$ cat src/two_stage_heating_thermostat_defines.svh
// Assertion macros shared by the thermostat RTL.
`ifndef TWO_STAGE_HEATING_THERMOSTAT_DEFINES_SVH
`define TWO_STAGE_HEATING_THERMOSTAT_DEFINES_SVH

// Same-cycle implication, clocked on clk_i, off while rst_ni is low
`define TSHT_ASSERT_NOW(lbl, ante, cons, msg) \
  lbl: assert property (@(posedge clk_i) disable iff (!rst_ni) (ante) |-> (cons)) \
    else $error(msg);

// Next-cycle implication, clocked on clk_i, off while rst_ni is low
`define TSHT_ASSERT_NEXT(lbl, ante, cons, msg) \
  lbl: assert property (@(posedge clk_i) disable iff (!rst_ni) (ante) |=> (cons)) \
    else $error(msg);

`endif

$ cat src/tsht_pkg.sv
// Types and constants of the two-stage heating thermostat.
package tsht_pkg;

  // Stage search: count of stages is a power of two so the step is a shift
  localparam int STAGE_SHIFT   = 2;
  localparam int MAX_STAGES    = 1 << STAGE_SHIFT;
  localparam int STAGE_W       = $clog2(MAX_STAGES + 1);
  localparam int PULSE_SECONDS = 8;
  localparam int SECS_W        = 8;
  localparam int BUDGET_W      = 6;
  localparam int BUDGET_MAX    = 63;

  // Signed working width for temperatures, thresholds and marks
  localparam int WIDE_W = 11;
  typedef logic signed [WIDE_W-1:0] swide_t;

  localparam swide_t ERR_LIMIT = -11'sd120;

  // Heating state
  typedef enum logic [1:0] {
    HEAT_OFF = 2'd0,
    HEAT_REG = 2'd1,
    HEAT_PER = 2'd2,
    HEAT_ERR = 2'd3
  } heat_e;

  // Run modes (code three behaves as pulse)
  localparam logic [1:0] MODE_ALT = 2'd0;
  localparam logic [1:0] MODE_LIN = 2'd1;
  localparam logic [1:0] MODE_PLS = 2'd2;

  // Item kinds
  localparam logic CMD_MEAS = 1'b0;
  localparam logic CMD_TICK = 1'b1;

  // Configuration register indexes
  typedef enum logic [2:0] {
    CFG_THR_REG   = 3'd0,
    CFG_THR_PER   = 3'd1,
    CFG_RUN_MODE  = 3'd2,
    CFG_ACT_ABOVE = 3'd3,
    CFG_HYST      = 3'd4
  } cfg_idx_e;

  // Configuration as seen by the datapath; thr_per is already clamped
  typedef struct packed {
    logic signed [7:0] thr_reg;
    logic signed [7:0] thr_per;
    logic [1:0]        run_mode;
    logic              act_above;
    logic [4:0]        hyst;
  } cfg_t;

  // Sign-extend an 8-bit temperature to the working width
  function automatic swide_t sx8(logic signed [7:0] v);
    return swide_t'(v);
  endfunction

endpackage

$ cat src/tsht_cfg.sv
// Configuration registers with clamping of the periodic bound.
module tsht_cfg (
  input  logic                clk_i,
  input  logic                rst_ni,
  input  logic                cfg_valid_i,
  output logic                cfg_ready_o,
  input  logic [2:0]          cfg_index_i,
  input  logic [7:0]          cfg_data_i,
  output tsht_pkg::cfg_t      cfg_o
);

  logic signed [7:0] thr_reg_q;
  logic signed [7:0] thr_per_q;
  logic [1:0]        run_mode_q;
  logic              act_above_q;
  logic [4:0]        hyst_q;
  logic signed [7:0] per_clamp;

  assign cfg_ready_o = 1'b1;

  // Register writes; unknown indexes are dropped
  always_ff @(posedge clk_i or negedge rst_ni) begin
    if (!rst_ni) begin
      thr_reg_q   <= '0;
      thr_per_q   <= '0;
      run_mode_q  <= tsht_pkg::MODE_ALT;
      act_above_q <= 1'b0;
      hyst_q      <= 5'd8;
    end else if (cfg_valid_i) begin
      case (cfg_index_i)
        tsht_pkg::CFG_THR_REG:   thr_reg_q   <= cfg_data_i;
        tsht_pkg::CFG_THR_PER:   thr_per_q   <= cfg_data_i;
        tsht_pkg::CFG_RUN_MODE:  run_mode_q  <= cfg_data_i[1:0];
        tsht_pkg::CFG_ACT_ABOVE: act_above_q <= cfg_data_i[0];
        tsht_pkg::CFG_HYST:      hyst_q      <= cfg_data_i[4:0];
        default: ;
      endcase
    end
  end

  // Periodic bound never sits on the heating side of the regular one
  always_comb begin
    per_clamp = thr_per_q;
    if (act_above_q) begin
      if (thr_per_q > thr_reg_q) per_clamp = thr_reg_q;
    end else begin
      if (thr_per_q < thr_reg_q) per_clamp = thr_reg_q;
    end
  end

  assign cfg_o.thr_reg   = thr_reg_q;
  assign cfg_o.thr_per   = per_clamp;
  assign cfg_o.run_mode  = run_mode_q;
  assign cfg_o.act_above = act_above_q;
  assign cfg_o.hyst      = hyst_q;

endmodule

$ cat src/tsht_budget.sv
// Heating stage search and pulse budget for the periodic state.
module tsht_budget (
  input  logic signed [7:0]            temp_i,
  input  tsht_pkg::cfg_t               cfg_i,
  output logic [tsht_pkg::BUDGET_W-1:0] budget_o
);

  localparam int WIDE_MSB = tsht_pkg::WIDE_W - 1;

  tsht_pkg::swide_t                t_w;
  tsht_pkg::swide_t                reg_w;
  tsht_pkg::swide_t                per_w;
  tsht_pkg::swide_t                diff;
  tsht_pkg::swide_t                off;
  tsht_pkg::swide_t                mark;
  logic [7:0]                      span;
  logic [7:0]                      step;
  logic [tsht_pkg::STAGE_W-1:0]    stages;
  logic [tsht_pkg::STAGE_W-1:0]    stage;
  logic                            pass;
  logic [tsht_pkg::SECS_W-1:0]     secs;

  // Span between the bounds, stage count and step
  always_comb begin
    t_w   = tsht_pkg::sx8(temp_i);
    reg_w = tsht_pkg::sx8(cfg_i.thr_reg);
    per_w = tsht_pkg::sx8(cfg_i.thr_per);
    diff  = reg_w - per_w;
    span  = diff[WIDE_MSB] ? 8'(-diff) : 8'(diff);
    if (span >= 8'(tsht_pkg::MAX_STAGES)) begin
      stages = tsht_pkg::STAGE_W'(tsht_pkg::MAX_STAGES);
      step   = span >> tsht_pkg::STAGE_SHIFT;
    end else begin
      stages = span[tsht_pkg::STAGE_W-1:0];
      step   = 8'd1;
    end
  end

  // Marks are monotonic, so the stage is one plus the marks passed
  always_comb begin
    stage = tsht_pkg::STAGE_W'(1);
    off   = '0;
    mark  = '0;
    pass  = 1'b0;
    for (int k = 1; k < tsht_pkg::MAX_STAGES; k++) begin
      off  = tsht_pkg::swide_t'(k) * tsht_pkg::swide_t'(step);
      mark = cfg_i.act_above ? (per_w + off) : (per_w - off);
      pass = (tsht_pkg::STAGE_W'(k) < stages) &&
             (cfg_i.act_above ? (t_w >= mark) : (t_w <= mark));
      stage = stage + tsht_pkg::STAGE_W'(pass);
    end
  end

  // Seconds of pulse heating, saturated to the budget range
  always_comb begin
    secs = tsht_pkg::SECS_W'(stage) * tsht_pkg::SECS_W'(tsht_pkg::PULSE_SECONDS);
    if (secs > tsht_pkg::SECS_W'(tsht_pkg::BUDGET_MAX)) begin
      budget_o = tsht_pkg::BUDGET_W'(tsht_pkg::BUDGET_MAX);
    end else begin
      budget_o = secs[tsht_pkg::BUDGET_W-1:0];
    end
  end

endmodule

$ cat src/two_stage_heating_thermostat.sv
// Top level of the two-stage heating thermostat: item register, state and result register.
//
//  channel  | direction | beat contents
//  ---------+-----------+-------------------------------------------------------
//  s_axis   | in        | tuser: cmd (0 measure, 1 tick); tdata: temperature
//  m_axis   | out       | tdata: load_one, load_two, heat_state, pulse seconds
//  cfg      | in        | cfg_index_i register index, cfg_data_i value
//
//  One beat per cycle in and out while the output is not stalled; each input beat gives one output beat.
//  A beat waits in the input register; its result is loaded into the output
//  register when the beat advances, and is offered from there.
//  The state update for a beat is one pass of logic between the two registers.
//  A stalled output holds the input register; tready drops only when both are full.
//  Reset (rst_ni low, asynchronous) clears state, loads, budget and the valid flags of both registers.
`include "two_stage_heating_thermostat_defines.svh"

module two_stage_heating_thermostat (
  input  logic        clk_i,
  input  logic        rst_ni,
  input  logic        s_axis_tvalid_i,
  output logic        s_axis_tready_o,
  input  logic [7:0]  s_axis_tdata_i,   // [7:0] temperature
  input  logic [0:0]  s_axis_tuser_i,   // [0] cmd
  output logic        m_axis_tvalid_o,
  input  logic        m_axis_tready_i,
  output logic [15:0] m_axis_tdata_o,   // [0] load_one, [1] load_two, [3:2] heat_state,
                                        // [9:4] pulse_seconds_left, [15:10] zero
  input  logic        cfg_valid_i,
  output logic        cfg_ready_o,
  input  logic [2:0]  cfg_index_i,
  input  logic [7:0]  cfg_data_i
);

  tsht_pkg::cfg_t                    cfg;
  logic                              in_vld_q;
  logic                              cmd_q;
  logic signed [7:0]                 temp_q;
  logic                              out_vld_q;
  logic [15:0]                       out_data_q;
  logic                              advance;
  logic                              pulse;
  tsht_pkg::heat_e                   state_q, state_d;
  logic [tsht_pkg::BUDGET_W-1:0]     budget_q, budget_d;
  logic [tsht_pkg::BUDGET_W-1:0]     stage_budget;
  logic                              load1_q, load1_d;
  logic                              load2_q, load2_d;
  tsht_pkg::swide_t                  t_w;
  tsht_pkg::swide_t                  reg_w;
  tsht_pkg::swide_t                  per_w;
  tsht_pkg::swide_t                  hy_w;

  tsht_cfg u_cfg (
    .clk_i       (clk_i),
    .rst_ni      (rst_ni),
    .cfg_valid_i (cfg_valid_i),
    .cfg_ready_o (cfg_ready_o),
    .cfg_index_i (cfg_index_i),
    .cfg_data_i  (cfg_data_i),
    .cfg_o       (cfg)
  );

  tsht_budget u_budget (
    .temp_i   (temp_q),
    .cfg_i    (cfg),
    .budget_o (stage_budget)
  );

  // Handshake: the item moves on when the result slot is free or draining
  assign advance         = in_vld_q && (!out_vld_q || m_axis_tready_i);
  assign s_axis_tready_o = !in_vld_q || advance;
  assign m_axis_tvalid_o = out_vld_q;
  assign m_axis_tdata_o  = out_data_q;
  assign pulse           = cfg.run_mode >= tsht_pkg::MODE_PLS;

  // Input register
  always_ff @(posedge clk_i or negedge rst_ni) begin
    if (!rst_ni) begin
      in_vld_q <= 1'b0;
    end else if (s_axis_tvalid_i && s_axis_tready_o) begin
      in_vld_q <= 1'b1;
    end else if (advance) begin
      in_vld_q <= 1'b0;
    end
  end

  always_ff @(posedge clk_i) begin
    if (s_axis_tvalid_i && s_axis_tready_o) begin
      cmd_q  <= s_axis_tuser_i[0];
      temp_q <= s_axis_tdata_i;
    end
  end

  // Heating state, budget and load levels
  always_ff @(posedge clk_i or negedge rst_ni) begin
    if (!rst_ni) begin
      state_q  <= tsht_pkg::HEAT_OFF;
      budget_q <= '0;
      load1_q  <= 1'b0;
      load2_q  <= 1'b0;
    end else if (advance) begin
      state_q  <= state_d;
      budget_q <= budget_d;
      load1_q  <= load1_d;
      load2_q  <= load2_d;
    end
  end

  // Next state for the item in the input register
  always_comb begin
    t_w      = tsht_pkg::sx8(temp_q);
    reg_w    = tsht_pkg::sx8(cfg.thr_reg);
    per_w    = tsht_pkg::sx8(cfg.thr_per);
    hy_w     = tsht_pkg::swide_t'(cfg.hyst);
    state_d  = state_q;
    budget_d = budget_q;
    load1_d  = load1_q;
    load2_d  = load2_q;
    if (cmd_q == tsht_pkg::CMD_MEAS) begin
      // State change with hysteresis, mirrored when acting above
      if (t_w <= tsht_pkg::ERR_LIMIT) begin
        state_d = tsht_pkg::HEAT_ERR;
      end else if (cfg.act_above ? (t_w >= reg_w) : (t_w <= reg_w)) begin
        state_d = tsht_pkg::HEAT_REG;
      end else if (state_q != tsht_pkg::HEAT_REG &&
                   (cfg.act_above ? (t_w >= per_w) : (t_w <= per_w))) begin
        state_d = tsht_pkg::HEAT_PER;
      end else begin
        if (cfg.act_above ? (t_w <= reg_w - hy_w) : (t_w >= reg_w + hy_w)) begin
          state_d = tsht_pkg::HEAT_PER;
        end
        if (cfg.act_above ? (t_w <= per_w) : (t_w >= per_w)) begin
          state_d = tsht_pkg::HEAT_OFF;
        end
      end
      budget_d = (state_d == tsht_pkg::HEAT_PER) ? stage_budget : '0;
      // Load drive by mode; periodic pulse leaves the loads to the ticks
      if (!pulse) begin
        case (state_d)
          tsht_pkg::HEAT_PER: begin
            load1_d = 1'b1;
            load2_d = 1'b0;
          end
          tsht_pkg::HEAT_REG: begin
            load1_d = (cfg.run_mode == tsht_pkg::MODE_LIN);
            load2_d = 1'b1;
          end
          default: begin
            load1_d = 1'b0;
            load2_d = 1'b0;
          end
        endcase
      end else begin
        case (state_d)
          tsht_pkg::HEAT_REG: begin
            load1_d = 1'b1;
            load2_d = 1'b1;
          end
          tsht_pkg::HEAT_PER: ;
          default: begin
            load1_d = 1'b0;
            load2_d = 1'b0;
          end
        endcase
      end
    end else if (state_q == tsht_pkg::HEAT_PER && pulse) begin
      // Tick spends one second of the budget with both loads on
      if (budget_q != '0) begin
        load1_d  = 1'b1;
        load2_d  = 1'b1;
        budget_d = budget_q - tsht_pkg::BUDGET_W'(1);
      end else begin
        load1_d = 1'b0;
        load2_d = 1'b0;
      end
    end
  end

  // Result register
  always_ff @(posedge clk_i or negedge rst_ni) begin
    if (!rst_ni) begin
      out_vld_q <= 1'b0;
    end else if (advance) begin
      out_vld_q <= 1'b1;
    end else if (m_axis_tready_i) begin
      out_vld_q <= 1'b0;
    end
  end

  always_ff @(posedge clk_i) begin
    if (advance) begin
      out_data_q <= {6'b0, budget_d, state_d, load2_d, load1_d};
    end
  end

  // Checks
  `TSHT_ASSERT_NOW(a_budget_only_periodic, state_q != tsht_pkg::HEAT_PER, budget_q == '0, "pulse budget held outside periodic state")
  `TSHT_ASSERT_NOW(a_err_loads_off, state_q == tsht_pkg::HEAT_ERR, !load1_q && !load2_q, "load on in sensor error state")
  `TSHT_ASSERT_NEXT(a_tick_spends_one, advance && cmd_q == tsht_pkg::CMD_TICK && state_q == tsht_pkg::HEAT_PER && pulse && budget_q != '0, budget_q == $past(budget_q) - tsht_pkg::BUDGET_W'(1), "tick did not spend one second")
  `TSHT_ASSERT_NEXT(a_item_held, in_vld_q && !advance, in_vld_q && $stable(temp_q) && $stable(cmd_q), "stalled item lost from input register")

endmodule

$ cat config.mk
export PLATFORM = sky130hd
export DESIGN_NAME = two_stage_heating_thermostat
export DESIGN_NICKNAME = d
export VERILOG_FILES = /design/src/tsht_pkg.sv /design/src/tsht_cfg.sv /design/src/tsht_budget.sv /design/src/two_stage_heating_thermostat.sv
export VERILOG_INCLUDE_DIRS = /design/src /design/src/src
export SDC_FILE = /design/constraint.sdc
export NUM_CORES = 1
export LEC_CHECK = 0
export ABC_CLOCK_PERIOD_IN_PS = 12500
export BUFFER_PORTS_ARGS = -buffer_cell sky130_fd_sc_hd__buf_2
export CORE_ASPECT_RATIO = 1.4
export CORE_MARGIN = 5
export CORE_UTILIZATION = 65
export CTS_BUF_LIST = sky130_fd_sc_hd__clkbuf_4 sky130_fd_sc_hd__clkbuf_8
export DETAILED_ROUTE_END_ITERATION = 16
export PLACE_DENSITY = 0.84
export SLEW_MARGIN = 25
export SYNTH_ARGS = -nofsm -noshare
export SYNTH_HDL_FRONTEND = slang
export SYNTH_HIERARCHICAL = 1
export SYNTH_SLANG_ARGS = --single-unit
export TNS_END_PERCENT = 20
$ cat constraint.sdc
create_clock -name clk_i -period 12.5 [get_ports clk_i]
set_input_delay 0.625 -clock clk_i [delete_from_list [all_inputs] [get_ports clk_i]]
set_output_delay 0.625 -clock clk_i [all_outputs]
set_load 0.02 [all_outputs]
==> results.md, run 1 <==
* Overall track demand over capacity in global routing at 27.38%
* Resized cells post-CTS at 0
* Layout Utilization at 70.39%
* Critical Path Source Type: register
* Leading register cell type out of synthesis: sky130_fd_sc_hd__dfrtp_1
* Data required time of the worst path at 12710 ps
* Share of synthesized flip-flops with an asynchronous set or reset at 65.45%
* Number of global-route vias before repair at 6656
* Routed length on met2 at 9.398 mm
* HP Class: in2async
* CORE AREA at 0.01134 sq mm
* Setup TNS Final at 0 ps
* Share of the synthesized area in compound gates (AO/OA/AOI/OAI) at 22.41%
* Total standard cell area after synthesis at 0.007558 sq mm
* Part of the cycle the worst path needs at 93.96%
* Number of DRC markers in iteration 0 at 300
* FF-to-FF path depth at 50
* Total number of nets in the final design at 1051
* Final hold violations at 0
* Bufs on Longest Clock Path at 2
* R2r endpoint: budget_q[4]
* Longest individual stage delay on the worst path at 540 ps
* Drt pass-1 iters at 5
* Final setup viols at 0
* Max_cap viols at 0
* Detailed route wirelength on metal3 at 803 microns
* Area growth syn-to-layout at 5.595%
* Crit path max-delay family: adder cells
* Number of H-tree levels at 2
* First-pass GRT wire length at 30.80 mm
* Startpoint of the most critical register-to-register path: u_cfg/thr_reg_q[7]
* Adder-cell area share of the yosys netlist at 22.81%
* Fraction of synthesized area in multiplexers at 5.959%
* Clock network latency to the later pin of the worst-skew pair at 320 ps
* Number of synthesized flops with an enable pin at 19
* Register-to-Register Setup Slack at 760 ps
* Pin count of the biggest net entering global routing at 38
* Number of clock sinks at 55
* Post-detail-place hpwl at 14.88 mm
* Most common cell after layout, fill and taps aside: sky130_fd_sc_hd__ha_1
* Number of standard cells after synthesis at 864
* Via count at 6614
* Largest driver fanout on the critical path at 9
* GR Overflow Total at 0
* CP Data Arrival Time at 11950 ps
* Sequential fraction of the synthesis area at 19.48%
* Final worst clock skew at 4.525 ps
* Synthesized area per cell at 8.748 sq um
* Chip Height at 137.6 microns
* Clock period minus worst slack at 11740 ps
* Antenna Violating Nets Remaining at 0
* Main combinational cell family by area after synthesis: adder cells
* Number of cell rows at 46
* Postcts setup bufs at 0
* Die Span X at 101.1 microns
* Top cell by count, worst path: sky130_fd_sc_hd__ha_1
* CTS hold repair buffers at 0
* Count of final max-slew check failures at 0
* Number of register bits inferred by synthesis at 55
* Starting density of the core at 66.66%
* Remaining design rule violation count at 0
* Setup CP Type: reg2reg
* Number of distinct library cells after synthesis at 99
* Post-synthesis xor/xnor area fraction at 8.194%
* Startpoint of the worst setup timing path: u_cfg/thr_reg_q[7]
* Critical Path Sink Type: register
* Rel. slew slack at 37.31%
* Outcome: finished, final reports clean
* Num ports at 44
* Wire length on met1 at 7.104 mm
* Fmax at 85.15 MHz
* CTS tree: done
* Final estimated routing congestion in global placement at 0.9617
* Fraction of layout instances using a drive strength above 1 at 14.43%
* Count of yosys warnings during synthesis at 6
* Initial antenna violation count at 0
* Register clock-pin slew on the reported worst setup and hold paths at 100 ps
* Most frequent cells in the layout: sky130_fd_sc_hd__ha_1, sky130_fd_sc_hd__inv_1, sky130_fd_sc_hd__a21oi_1, sky130_fd_sc_hd__nor2_1, sky130_fd_sc_hd__xnor2_1
* Highest metal layer with signal wires: met4
* Diodes inserted at 0
* Routed wirelength normalized by instance count at 17.89 microns
* Number of buffer cells added on primary ports at 36
* Total Die Area at 0.01392 sq mm
* Slew @ Worst Pin at 940.4 ps
* Critical-path cell with the highest stage delay: sky130_fd_sc_hd__fa_1
* Setup repair after global routing missed its margin: false
* Root buffer cell: sky130_fd_sc_hd__clkbuf_8
* Simple-gate share of the synthesized area at 14.83%
* Total Wirelength at 18.57 mm
* Clock buffers created by TritonCTS at 5
* Filler cell count in the final layout at 863
* Sum of buffers and inverters on the critical path at 4
* Mean number of vias per cell at 6.372
## area by class of cell
cell class,instances,area (sq um),area share [%]
well taps,144,180.2,2.257
clock inverters,2,38.79,0.4860
flip-flops and latches,55,1473,18.45
multi-input cells,706,5684,71.22
clock buffers,6,76.32,0.9563
inverters,85,319.1,3.997
repair buffers,40,210.2,2.634
## worst max path at each step
stage | endpoint | slack [ps] | cells after the start
2_1_floorplan | budget_q[4] | 1820 | 52
3_3_place_gp | budget_q[4] | 1170 | 50
3_5_place_dp | budget_q[4] | 710 | 50
4_1_cts | budget_q[4] | 700 | 50
5_1_grt | budget_q[4] | 10 | 50
6_report | budget_q[4] | 760 | 50
## cell families (layout without fill, tap and decap cells)
family / Yosys count / after routing
multiplexers: 40 / 40
other: 3 / 10
AO/OA/AOI/OAI: 240 / 240
adder cells (fa/ha/maj): 133 / 133
AND/OR/NAND/NOR: 214 / 214
XOR/XNOR: 69 / 69
buffers and inverters: 110 / 133
flip-flops: 55 / 55
## registers in the layout, summed over array words and instances, names as in the netlist, 2 cells and up
signal,cells
temp_q,8
u_cfg/hyst_q,5
u_cfg/thr_reg_q,8
m_axis_tdata_o,10
u_cfg/thr_per_q,8
budget_q,6
state_q,2
u_cfg/run_mode_q,2
## cell usage after synthesis, drive strengths merged, types with 8 or more instances
cell	instances	share of area, %
nand4	15	1.3
xnor2	52	6.0
o21ai	52	3.4
nor3	14	1.1
o21bai	14	1.4
dfrtp	35	12
o211ai	12	1.3
inv	85	4.2
a211oi	8	0.93
a21o	15	1.5
nor2b	16	1.4
nand2	51	2.6
a21oi	61	4.4
xor2	17	2.2
edfxtp	19	7.5
nor2	54	2.8
ha	125	21
mux2	34	5.1
buf	18	1.6
nand3	15	1.1
fa	8	2.1
nand2b	14	1.2
o21a	12	1.2
## per-stage QoR
| step | hold WS [ps] | instance area [sq um] | worst slack, ps | std cells |
|---|---|---|---|---|
| after global placement | 469.7 | 7834 | 1170 | 1030 |
| after CTS | 419.9 | 7949 | 695.6 | 1038 |
| final | 399.8 | 7981 | 755.6 | 1038 |
| after detailed placement | 499.8 | 7834 | 710.2 | 1030 |
| after floorplan | 329.4 | 7585 | 1821 | 871 |
| after global routing | 453.5 | 7981 | 13.86 | 1038 |
## routing by layer
layer,global-route usage [%],up-vias
li1,-,3182
met1,30.15,3086
met5,0,-
met3,2.533,106
met4,18.55,0
met2,49.02,240
Power of run 1 is left out: the tool's default activity adds up to more than one toggle a clock period on the data nets, which glitch-free logic cannot reach.
==> run 2: changes to the inputs <==
ABC_AREA = 1   (was not set)
GPL_ROUTABILITY_DRIVEN = 0   (was not set)
==> run 2 against run 1 <==
Sequential share of layout area up 0.32 points; via count rose by 5.2%; highest routed layer unchanged; worst setup slack improved by 1800 ps; critical path depth up 9; synthesized cell count up 24%; largest cell class unchanged; design area decreased by 1.7%; sequential cell count is the same; synthesized area down 0.81%; cell count up 21%.
==> results.md, run 2 <==
* Share of synthesized flip-flops with an asynchronous set or reset at 65.45% (unchanged)
* Leading register cell type out of synthesis: sky130_fd_sc_hd__dfrtp_1
* Most common cell after layout, fill and taps aside: sky130_fd_sc_hd__nand2_1
* Top cell by count, worst path: sky130_fd_sc_hd__nand2_1
* Cell with the most instances after synthesis: sky130_fd_sc_hd__nand2_1
* CTS tree: done
* FF-to-FF path depth at 59 (+18%)
* Setup TNS Final at 0 ps (unchanged)
* Longest individual stage delay on the worst path at 540 ps (about the same)
* CP Data Arrival Time at 10100 ps (-1850 ps)
* Total Wirelength at 17.85 mm (-3.9%)
* Register-to-Register Setup Slack at 2590 ps (+1830 ps)
* Via count at 6958 (+5.2%)
* Final setup viols at 0 (unchanged)
* Diodes inserted at 0 (unchanged)
* Max reg flops at 10 (unchanged)
* Drt pass-1 iters at 6 (+1)
* Slew @ Worst Pin at 795.5 ps (-144.9 ps)
* Number of global-route vias before repair at 6586 (-1.1%)
* Setup repair after global routing missed its margin: false
* Startpoint of the most critical register-to-register path: u_cfg/thr_reg_q[7]
* Bufs on Longest Clock Path at 2 (unchanged)
* Part of the cycle the worst path needs at 79.30% (-15 points)
* Clock period minus worst slack at 9912 ps (-1832 ps)
* First-pass GRT wire length at 29.64 mm (-3.8%)
* Number of synthesized flops with an enable pin at 19 (unchanged)
* Overall track demand over capacity in global routing at 26.71% (-0.68 points)
* Data required time of the worst path at 12690 ps (-20 ps)
* HP Class: in2async
* Number of standard cells after synthesis at 1075 (+24%)
* Total number of nets in the final design at 1264 (+20%)
* Clock network latency to the later pin of the worst-skew pair at 320 ps (about the same)
* Postcts setup bufs at 0 (unchanged)
* Antenna Violating Nets Remaining at 0 (unchanged)
* Chip Height at 137.1 microns (-0.37%)
* CTS hold repair buffers at 0 (unchanged)
* Total standard cell area after synthesis at 0.007497 sq mm (-0.81%)
* Outcome: finished, final reports clean
* Sequential fraction of the synthesis area at 19.64% (+0.16 points)
* Total Die Area at 0.01381 sq mm (-0.74%)
* Count of final max-slew check failures at 0 (unchanged)
* Number of H-tree levels at 2 (unchanged)
* Critical Path Source Type: register
* Register clock-pin slew on the reported worst setup and hold paths at 100 ps (about the same)
* GR Overflow Total at 0 (unchanged)
* Count of yosys warnings during synthesis at 6 (unchanged)
* Routed wirelength normalized by instance count at 14.27 microns (-20%)
* Fraction of layout instances using a drive strength above 1 at 9.033% (-5.4 points)
* Rel. slew slack at 46.97% (+9.7 points)
* Most frequent cells in the layout: sky130_fd_sc_hd__nand2_1, sky130_fd_sc_hd__inv_1, sky130_fd_sc_hd__ha_1, sky130_fd_sc_hd__nand3_1, sky130_fd_sc_hd__o21ai_0
* Num ports at 44 (unchanged)
* Fmax at 100.9 MHz (+18%)
* Number of distinct library cells after synthesis at 52 (-47%)
* Initial antenna violation count at 0 (unchanged)
* Leading post-synthesis cells by cell area: sky130_fd_sc_hd__ha_1, sky130_fd_sc_hd__nand2_1, sky130_fd_sc_hd__dfrtp_1
* Share of Yosys cell area claimed by the top area cell type at 20.86% (+0.17 points)
* Leading cell types by count after synthesis: sky130_fd_sc_hd__nand2_1, sky130_fd_sc_hd__inv_1, sky130_fd_sc_hd__ha_1
* Synth area leader: sky130_fd_sc_hd__ha_1
* Pin count of the biggest net entering global routing at 37 (-2.6%)
* CORE AREA at 0.01134 sq mm (unchanged)
* Max_cap viols at 0 (unchanged)
* Post-detail-place hpwl at 14.60 mm (-1.9%)
* Remaining design rule violation count at 0 (unchanged)
* Number of clock sinks at 55 (unchanged)
* Final hold violations at 0 (unchanged)
* Critical-path cell with the highest stage delay: sky130_fd_sc_hd__fa_1
* Critical Path Sink Type: register
* Number of cell rows at 46 (unchanged)
* Number of DRC markers in iteration 0 at 493 (+64%)
* Resized cells post-CTS at 0 (unchanged)
* Synthesized area per cell at 6.974 sq um (-20%)
* Clock buffers created by TritonCTS at 5 (unchanged)
* R2r endpoint: budget_q[4]
* Final worst clock skew at 9.231 ps (+4.707 ps)
* Mean number of vias per cell at 5.562 (-13%)
* Starting density of the core at 66.12% (-0.54 points)
* Number of register bits inferred by synthesis at 55 (unchanged)
* Die Span X at 100.8 microns (-0.37%)
* Root buffer cell: sky130_fd_sc_hd__clkbuf_8
* Largest driver fanout on the critical path at 17 (+8)
* Setup CP Type: reg2reg
* Number of buffer cells added on primary ports at 36 (unchanged)
* Area growth syn-to-layout at 4.623%
-- run 2: cell count changes in the layout (fill, tap and decap cells not counted), sizes merged, moves of 11 or more --
cell	previous run	this run
a21oi	61	50
inv	86	181
mux2	34	0
nand2	51	299
nand2b	14	0
nand3	15	98
nor2b	16	0
nor3	14	2
o21a	12	1
o21ai	52	71
o21bai	14	2
xnor2	52	15
xor2	17	34
-- run 2: cells by family after synthesis --
family / synth area share (%)
xor+xnor: 5.724
buf+inv: 10.93
compound gates: 10.88
fa+ha+maj: 23.00
simple gates: 29.67
flops: 19.64
other cells: 0.1502
-- run 2: worst max path at each step --
| stage | slack, ps | depth (start not counted) | end | start |
|---|---|---|---|---|
| 6_report | 2590 | 59 | budget_q[4] | u_cfg/thr_reg_q[7] |
| 5_1_grt | 1720 | 59 | budget_q[4] | u_cfg/thr_reg_q[7] |
| 4_1_cts | 2680 | 59 | budget_q[4] | u_cfg/thr_reg_q[7] |
| 3_5_place_dp | 2730 | 59 | budget_q[4] | u_cfg/thr_reg_q[7] |
| 3_3_place_gp | 2900 | 59 | budget_q[4] | u_cfg/thr_reg_q[7] |
| 2_1_floorplan | 3830 | 62 | budget_q[4] | u_cfg/thr_reg_q[7] |
-- run 2: area by class of cell --
| type | count | area (sq um) |
|---|---|---|
| clock buffers | 6 | 76.32 |
| inverters | 181 | 679.4 |
| multi-input cells | 826 | 5231 |
| well taps | 144 | 180.2 |
| flip-flops and latches | 55 | 1473 |
| repair buffers | 37 | 187.7 |
| clock inverters | 2 | 16.27 |
| fillers | 977 | 3495 |
-- run 2: critical path: cells and delay by family, from the launching register on --
family | cells | cell delay (ps)
XOR/XNOR | 3 | 510
buffers and inverters | 9 | 760
AO/OA/AOI/OAI | 9 | 1550
AND/OR/NAND/NOR | 27 | 2810
adder cells (fa/ha/maj) | 11 | 3600
flip-flops | 1 | 530
-- run 2: metal layers --
layer | track usage (%) | vias to the layer above | share of wire (%)
li1 | - | 3564 | -
met3 | 3.417 | 54 | 4.6
met1 | 30.44 | 3142 | 39
met2 | 47.88 | 198 | 51
met4 | 14.08 | 0 | 4.8
met5 | 0 | - | 0
-- run 2: stage by stage --
step	hold slack [ps]	worst slack [ps]	cell area (sq um)	utilization, %	cells
global route	435.1	1720	7844	69.18	1251
global placement	476.6	2899	7751	68.36	1243
floorplan	329.4	3832	7523	-	1082
CTS	405.6	2680	7844	69.18	1251
finish	383.0	2588	7844	69.18	1251
detailed placement	485.1	2730	7751	68.36	1243
Power of run 2 is left out for the same reason.
==> run 3: changes to the inputs <==
ABC_CLOCK_PERIOD_IN_PS = 8170   (was 12500)
CORE_UTILIZATION = 58   (was 65)
PLACE_DENSITY = 0.8   (was 0.84)
clock period = 8.17 ns   (was 12.5 ns; I/O delays follow)
==> run 3 against run 2 <==
First-iteration DRC count fell by 38%; worst hold slack got worse by 210 ps; global-route usage rose by 0.82 points; highest routed layer unchanged; wire length rose by 18%; critical path type unchanged; worst setup slack got worse by 2600 ps.
==> results.md, run 3 (synthesis results as in run 2) <==
* Chip Height at 144.5 microns (+5.4%)
* Rel. slew slack at 45.84% (-1.1 points)
* Pin count of the biggest net entering global routing at 37 (unchanged)
* Root buffer cell: sky130_fd_sc_hd__clkbuf_8
* Number of buffer cells added on primary ports at 36 (unchanged)
* CORE AREA at 0.01275 sq mm (+12%)
* Data required time of the worst path at 8370 ps (-4320 ps)
* First-pass GRT wire length at 34.27 mm (+16%)
* Most common cell after layout, fill and taps aside: sky130_fd_sc_hd__nand2_1
* Outcome: finished, final reports clean
* Routed length on met2 at 11.23 mm (+23%)
* Mean number of vias per cell at 5.508 (-0.98%)
* Max_cap viols at 0 (unchanged)
* GR Overflow Total at 0 (unchanged)
* Top cell by count, worst path: sky130_fd_sc_hd__nand2_1
* CP Data Arrival Time at 8340 ps (-1760 ps)
* Drt pass-1 iters at 5 (-1)
* Total number of nets in the final design at 1381 (+9.3%)
* Final standard cell count with taps included and fillers excluded at 1377 (+10%)
* Longest individual stage delay on the worst path at 560 ps (+20 ps)
* Num ports at 44 (unchanged)
* Number of global-route vias before repair at 7682 (+17%)
* Largest driver fanout on the critical path at 8 (-9)
* Count of final max-slew check failures at 0 (unchanged)
* Bufs on Longest Clock Path at 2 (unchanged)
* Register clock-pin slew on the reported worst setup and hold paths at 100 ps (about the same)
* Startpoint of the worst setup timing path: u_cfg/thr_reg_q[7]
* Fmax at 122.8 MHz (+22%)
* Final setup viols at 0 (unchanged)
* Critical Path Sink Type: register
* Starting density of the core at 58.79% (-7.3 points)
* Clock period minus worst slack at 8141 ps (-1771 ps)
* Setup CP Type: reg2reg
* Initial antenna violation count at 0 (unchanged)
* Placed insts at 1362 (+9.6%)
* Storage element area at 0.001474 sq mm (about the same)
* Via count at 7584 (+9.0%)
* Antenna Violating Nets Remaining at 0 (unchanged)
* Slew @ Worst Pin at 812.4 ps (+16.94 ps)
* Footprint of the multi-input gates at 0.005643 sq mm (+7.9%)
* Total Wirelength at 21.10 mm (+18%)
* Startpoint of the most critical register-to-register path: u_cfg/thr_reg_q[7]
* Clock network latency to the later pin of the worst-skew pair at 320 ps (about the same)
* Post-detail-place hpwl at 16.79 mm (+15%)
* Most frequent cells in the layout: sky130_fd_sc_hd__nand2_1, sky130_fd_sc_hd__inv_1, sky130_fd_sc_hd__buf_4, sky130_fd_sc_hd__ha_1, sky130_fd_sc_hd__nand3_1
* Routed wirelength normalized by instance count at 15.32 microns (+7.4%)
* Wire length on met1 at 7.593 mm (+8.0%)
* Final worst clock skew at 9.150 ps (-0.08104 ps)
* Critical-path cell with the highest stage delay: sky130_fd_sc_hd__fa_2
* Overall track demand over capacity in global routing at 27.53% (+0.82 points)
* Number of DRC markers in iteration 0 at 308 (-38%)
* Max reg flops at 10 (unchanged)
* Number of H-tree levels at 2 (unchanged)
* Critical Path Source Type: register
* Total Die Area at 0.01533 sq mm (+11%)
* Number of cell rows at 49 (+6.5%)
* Part of the cycle the worst path needs at 99.64% (+20 points)
* Detailed route wirelength on metal3 at 818 microns (+0.25%)
* Fraction of layout instances using a drive strength above 1 at 23.37% (+14 points)
* Die Span X at 106.1 microns (+5.3%)
* Highest metal layer with signal wires: met4
* Setup repair after global routing missed its margin: true
* Diodes inserted at 0 (unchanged)
* CTS tree: done
* Number of clock sinks at 55 (unchanged)
* Filler cell count in the final layout at 1020 (+4.4%)
* Clock buffers created by TritonCTS at 5 (unchanged)
* Final hold violations at 0 (unchanged)
* Remaining design rule violation count at 0 (unchanged)
* Area growth syn-to-layout at 22.16%
* HP Class: in2async
[run 3: changes by cell type in the layout (fill, tap and decap cells not counted), moves of 8 or more]
cell	delta
sky130_fd_sc_hd__buf_4	+113
sky130_fd_sc_hd__ha_1	-17
sky130_fd_sc_hd__ha_4	+15
sky130_fd_sc_hd__inv_1	-14
sky130_fd_sc_hd__inv_2	+11
sky130_fd_sc_hd__nand2_1	-15
sky130_fd_sc_hd__nand2_2	+13
sky130_fd_sc_hd__o21ai_0	-8
[run 3: cell type report]
cell class / count / share of cell area (%)
repair buffers: 152 / 11.49
clock buffers: 5 / 0.7514
well taps: 153 / 2.090
multi-input cells: 828 / 61.61
inverters: 181 / 7.500
flip-flops and latches: 55 / 16.09
clock inverters: 3 / 0.4645
[run 3: per-stage QoR]
| step | hold slack (ps) | utilization, % | instance area, sq um | worst slack, ps | setup TNS, ps |
|---|---|---|---|---|---|
| 2_1_floorplan | 112.9 | - | 7686 | 0.5587 | 0 |
| 3_3_place_gp | 470.8 | 68.62 | 8751 | -81.22 | -135.4 |
| 3_5_place_dp | 481.7 | 68.62 | 8751 | -287.9 | -711.0 |
| 4_1_cts | 190.8 | 70.38 | 8975 | 0.6848 | 0 |
| 5_1_grt | 229.0 | 71.82 | 9159 | -559.5 | -2706 |
| 6_report | 169.7 | 71.82 | 9159 | 29.25 | 0 |
[run 3: what timing repair did]
| action | CTS | global route |
|---|---|---|
| setup buffers | 3 | 1 |
| cloned | 1 | 2 |
| resized for setup | 22 | 39 |
| pin swaps | 24 | 33 |
| hold buffers | 0 | 0 |
| endpoints found under the setup margin | 6 | 6 |
[run 3: path summary, 6_finish.rpt]
path                       slack (ps)  cells past startpoint                  to
max reg2reg                        30                     51         budget_q[4]
max                                30                     51         budget_q[4]
min in group clk_i                260                      1           temp_q[5]
min reg2reg                       510                      2  u_cfg/thr_per_q[0]
max in group asynchronous        7450                      1  u_cfg/thr_reg_q[7]
min                               170                      1  u_cfg/thr_per_q[2]
[run 3: routing by layer]
layer	up-vias	global-route usage (%)
met5	-	0
met4	0	18.89
met3	81	2.724
met2	228	53.49
met1	3476	27.36
li1	3799	-
[run 3: critical path, delay by kind of cell, from the launching register on]
| kind | cells | cell delay, ps |
|---|---|---|
| xor gates and xnor gates | 4 | 720 |
| adders and majority gates | 10 | 2750 |
| buffers and inverters | 5 | 390 |
| DFF | 1 | 420 |
| AOI/OAI and AO/OA | 12 | 1740 |
| and+or+nand+nor | 20 | 1960 |
Power of run 3 is left out for the same reason.
